--- config.mk ---
export PLATFORM = sky130hd
export DESIGN_NAME = icp_digits
export DESIGN_NICKNAME = d
export VERILOG_FILES = /design/src/sv/icp_pkg.sv /design/src/sv/icp_digits.sv
export SDC_FILE = /design/constraint.sdc
export NUM_CORES = 1
export LEC_CHECK = 0
export BUFFER_PORTS_ARGS = -buffer_cell sky130_fd_sc_hd__buf_2
export CAP_MARGIN = 5
export CORE_MARGIN = 8
export CORE_UTILIZATION = 50
export DETAILED_ROUTE_END_ITERATION = 10
export HOLD_SLACK_MARGIN = 0.12
export PLACE_DENSITY = 0.76
export SLEW_MARGIN = 20
export SYNTH_ARGS = -nofsm -noshare
export SYNTH_HDL_FRONTEND = slang
export SYNTH_SLANG_ARGS = --single-unit
--- constraint.sdc ---
create_clock -name clk_i -period 5.05 [get_ports clk_i]
set_clock_uncertainty 0.15 [all_clocks]
set_input_delay 1.2625 -clock clk_i [delete_from_list [all_inputs] [get_ports clk_i]]
set_output_delay 1.2625 -clock clk_i [all_outputs]
set_load 0.01 [all_outputs]
--- src/sv/icp_pkg.sv ---
package icp_pkg;

  localparam int unsigned MemDepthDef = 1024;

  localparam int unsigned DataW   = 64;
  localparam int unsigned PlenW   = 11;
  localparam int unsigned PcOutW  = 10;
  localparam int unsigned LdAddrW = 10;
  localparam int unsigned NDigits = 5;

  typedef enum logic [1:0] {
    CMD_LOAD = 2'd0,
    CMD_EXEC = 2'd1,
    CMD_EXIN = 2'd2,
    CMD_NOP  = 2'd3
  } cmd_e;

  typedef enum logic [2:0] {
    ST_OK        = 3'd0,
    ST_OUTPUT    = 3'd1,
    ST_NEED_IN   = 3'd2,
    ST_HALTED    = 3'd3,
    ST_BAD_OP    = 3'd4,
    ST_BAD_ADDR  = 3'd5
  } status_e;

  // opcodes in BCD: tens digit above units digit
  typedef enum logic [7:0] {
    OP_ADD  = 8'h01,
    OP_MUL  = 8'h02,
    OP_IN   = 8'h03,
    OP_OUT  = 8'h04,
    OP_JT   = 8'h05,
    OP_JF   = 8'h06,
    OP_LT   = 8'h07,
    OP_EQ   = 8'h08,
    OP_ARB  = 8'h09,
    OP_HALT = 8'h99
  } op_e;

  localparam logic [3:0] MODE_POS = 4'd0;
  localparam logic [3:0] MODE_IMM = 4'd1;
  localparam logic [3:0] MODE_REL = 4'd2;

  // low five decimal digits of an instruction word, digit 0 is units
  typedef struct packed {
    logic                   done;
    logic [NDigits-1:0][3:0] digits;
  } dig_res_t;

endpackage

--- src/sv/icp_digits.sv ---
module icp_digits (
  input  logic                      clk_i,
  input  logic                      rst_ni,
  input  logic                      start_i,
  input  logic [62:0]               word_i,
  output icp_pkg::dig_res_t         res_o
);

  // shift-add-3 conversion, four bits a cycle; the carry out of the top
  // digit is dropped, leaving the word mod 100000
  localparam int unsigned BcdW = icp_pkg::NDigits * 4;

  logic            busy_q, busy_d;
  logic            done_q, done_d;
  logic [3:0]      cnt_q, cnt_d;
  logic [63:0]     sh_q, sh_d;
  logic [BcdW-1:0] bcd_q, bcd_d;

  function automatic logic [BcdW-1:0] add3(input logic [BcdW-1:0] b);
    logic [BcdW-1:0] r;
    r = b;
    for (int k = 0; k < int'(icp_pkg::NDigits); k++) begin
      if (b[4*k +: 4] >= 4'd5) begin
        r[4*k +: 4] = b[4*k +: 4] + 4'd3;
      end
    end
    return r;
  endfunction

  always_comb begin
    logic [BcdW-1:0] t;
    busy_d = busy_q;
    done_d = 1'b0;
    cnt_d  = cnt_q;
    sh_d   = sh_q;
    bcd_d  = bcd_q;
    t      = bcd_q;
    if (start_i) begin
      busy_d = 1'b1;
      cnt_d  = '0;
      sh_d   = {1'b0, word_i};
      bcd_d  = '0;
    end else if (busy_q) begin
      for (int s = 0; s < 4; s++) begin
        t = add3(t);
        t = {t[BcdW-2:0], sh_q[63-s]};
      end
      bcd_d = t;
      sh_d  = {sh_q[59:0], 4'b0};
      cnt_d = cnt_q + 4'd1;
      if (cnt_q == 4'd15) begin
        busy_d = 1'b0;
        done_d = 1'b1;
      end
    end
  end

  always_ff @(posedge clk_i or negedge rst_ni) begin
    if (!rst_ni) begin
      busy_q <= 1'b0;
      done_q <= 1'b0;
      cnt_q  <= '0;
    end else begin
      busy_q <= busy_d;
      done_q <= done_d;
      cnt_q  <= cnt_d;
    end
  end

  always_ff @(posedge clk_i) begin
    sh_q  <= sh_d;
    bcd_q <= bcd_d;
  end

  assign res_o.done   = done_q;
  assign res_o.digits = bcd_q;

endmodule

==> reports/results.ini <==
[power]
power.leakage_nw = 2.814
ir_drop_v = 0.0002378
power_density_nw_per_um2 = 706.7

[routing]
drc = 0
vias = 5431
finalWirelength_um = 15490
dr.pass1.iters = 7
antenna_left = 0
drtIter0Drc = 505
via_per_inst = 6.109
wire_per_inst_um = 17.43

[clocking]
tritoncts = yes
cts_buffers = 9
clock-sinks = 90
clk_root_buffer_cell = clkbuf_16
clockBufferDepth = 2
post_cts_resized = 0
htreeDepth = 3
cts_hold_buf = 0
clk_pin_slew_worst_paths_ns = 0.07
cts_setup_buffers = 0
clk_latency_ns = 0.34

[die]
core-area_um2 = 12470
die_x_um = 128.3
dieArea_um2 = 16460
io_pins = 87
rows = 41
die_h_um = 128.3
start_util_pct = 50.58

[setup_path]
crit_path_cell_trace = inv_1, ha_1, nand2b_1, a21oi_1, mux2i_1, a21oi_1, o21ai_1, clkinv_1, ha_1, a221o_1, maj3_1, a211o_1, a22o_1
r2r_start = bcd_q[12]
cp_max_fo = 8
cpLargestDelayFamily = compound AO/OA/AOI/OAI gates
cp_slowest_cell = mux2i_1
required_ns = 5.14
end_kind = flop
critPathArrivalTime_ns = 4.46
path_buf_inv = 2
max_stage_delay_ns = 0.59
worstSetupStartpoint = bcd_q[12]
cp-start-kind = flop
critPathKind = reg2reg

[sta]
rsz0062_at_grt = false
fmaxAchievable_mhz = 228.9
setup_tns_ns = 0
finalCritPeriodShare_pct = 86.49
relSlewSlack_pct = 41.88
drv_slew = 0
worstMarginPinSlew_ns = 0.8686
post-route-min-period_ns = 4.368
hold_violations = 0
setup_violations = 0

[final_layout]
antenna_cells = 0
nNetsFinal = 796
area_growth_pct = 13.02
drive_gt1_share_pct = 28.31
final_cells = 889

[global_routing]
grt_first_pass_wirelength_um = 25260
grt_pass1_vias = 5260
grt_max_degree = 73
grt_usage_pct = 18.78
grt_overflow = 0
antenna_found_initial = 4

[place]
numPortBuffers = 86
place.gp.congestion = 0.9144
dp.cells = 873
dp_hpwl_um = 11200

[logic_synthesis]
synth_ff_type = edfxtp_1
syn_area_per_cell_um2 = 9.715
synthCells = 649
syn-cell-area_um2 = 6305
synth_seq_area_share_pct = 39.06
synth_warnings = 0
async_flop_share_pct = 6.667
ys_types = 88
synth_edf_count = 63
synth_nets = 733
synth-seq-cells = 90

[run_status]
status = finished, final reports clean

[min_path]
worstHoldStart = sh_q[60]
min_path_type = reg2reg

[run]
drv_cap = 0

==> synth_stat cells (all sizes together) (4+ instances only) <==
library cell  instances  area [um^2]
mux2                 65        735.7
or3                   6        37.54
maj3                  4        42.54
a21oi                45        225.2
buf                  10        50.04
and3                  4        25.02
clkbuf               29        110.1
xnor2                 7        61.31
o22ai                 6        37.54
a211o                 9        80.08
o211ai                8        65.06
a211oi               15        127.6
nor2b                 4        25.02
dfxtp                21        420.4
nor3                 21        110.1
o21ai                43        215.2
dfrtp                 6        150.1
nand3                22        110.1
a31oi                 6        52.55
mux2i                15        153.9
edfxtp               63         1892
nand4                 5        37.53
nand2                45        168.9
a21o                  4        30.03
and2                 10        65.06
inv                  22        82.57
or2                   7        43.80
nor2                 41        156.4
o31ai                 9        95.09
o21a                  8        60.06
ha                   18        225.2
nand2b               12        75.07
==> report_power, final <==
group / internal [W] / leakage [nW] / switching (W)
sequential: 0.000917 / 0.925 / 0.000131
clock: 0.000348 / 0.143 / 0.000316
combinational: 0.00135 / 1.75 / 0.00197
==> stage by stage <==
| stage | setup WS (ns) | power, W | utilization, % | hold WS, ns | area [um^2] |
|---|---|---|---|---|---|
| after floorplan | 1.193 | 0.003652 | - | 0.3066 | 6305 |
| after global placement | 1.039 | 0.004159 | 54.77 | 0.3169 | 6828 |
| after detailed placement | 0.7849 | 0.004297 | 54.77 | 0.3288 | 6828 |
| after CTS | 0.7622 | 0.004993 | 57.16 | 0.3453 | 7126 |
| after global routing | 0.3865 | 0.005426 | 57.16 | 0.3895 | 7126 |
| final | 0.6820 | 0.005036 | 57.16 | 0.3435 | 7126 |
==> logic make-up (layout without fill, tap and decap cells) <==
| logic type | after synthesis | in the layout | share of synthesized area (%) |
|---|---|---|---|
| buffers and inverters | 62 | 130 | 3.909 |
| adder cells (fa/ha/maj) | 22 | 22 | 4.247 |
| multiplexers | 80 | 80 | 14.11 |
| XOR/XNOR | 10 | 10 | 1.389 |
| AND/OR/NAND/NOR | 189 | 189 | 15.04 |
| AO/OA/AOI/OAI | 196 | 196 | 22.25 |
| flip-flops | 90 | 90 | 39.06 |
==> per-layer routing <==
layer	GRT usage, %	part of all wire, %
met1	22.59	42
met2	30.55	47
met3	6.448	8.7
met4	6.503	2.4
met5	0	0.30
==> registers in the layout (all words and copies together) (netlist names) <==
name    count
bcd_q      20
busy_q      1
sh_q       64
cnt_q       4
done_q      1
==> worst min-delay path: cells and delay by family (launching register included) <==
kind             cells  cell delay, ns
AND/OR/NAND/NOR      1            0.07
multiplexers         1            0.06
flip-flops           1            0.33
==> final timing paths <==
path                            slack (ns)        end  cells past startpoint
worst max-delay path                  0.68  bcd_q[13]                     13
worst max register to register        0.68  bcd_q[13]                     13
max in group asynchronous             4.00   cnt_q[2]                      1
min in group asynchronous             0.59     busy_q                      1
worst min-delay path                  0.34   bcd_q[0]                      2
worst min register to register        0.34   bcd_q[0]                      2
==> cell usage in the layout, fill, tap and decap left out, drive strengths merged, types with 7 or more instances in the layout <==
cell type and instances:
nand2 45, edfxtp 63, o211ai 8, clkbuf 9, ha 18, inv 25, a211oi 15, nand3 22
nor2 41, nor3 21, o31ai 9, xnor2 7, buf 91, mux2 65, a21oi 45, and2 10
nand2b 12, o21a 8, mux2i 15, a211o 9, o21ai 43, or2 7, dfxtp 21
==> layout make-up <==
| cell class | count | area (um^2) |
|---|---|---|
| fill | 1074 | 5340 |
| multi-input combinational | 497 | 3596 |
| sequential | 90 | 2462 |
| timing repair buffer | 91 | 467.9 |
| clock buffer | 9 | 225.2 |
| tap | 172 | 215.2 |
| inverter | 23 | 86.33 |
| clock inverter | 7 | 72.57 |
Note: power is estimated with default switching activity, not from simulation.
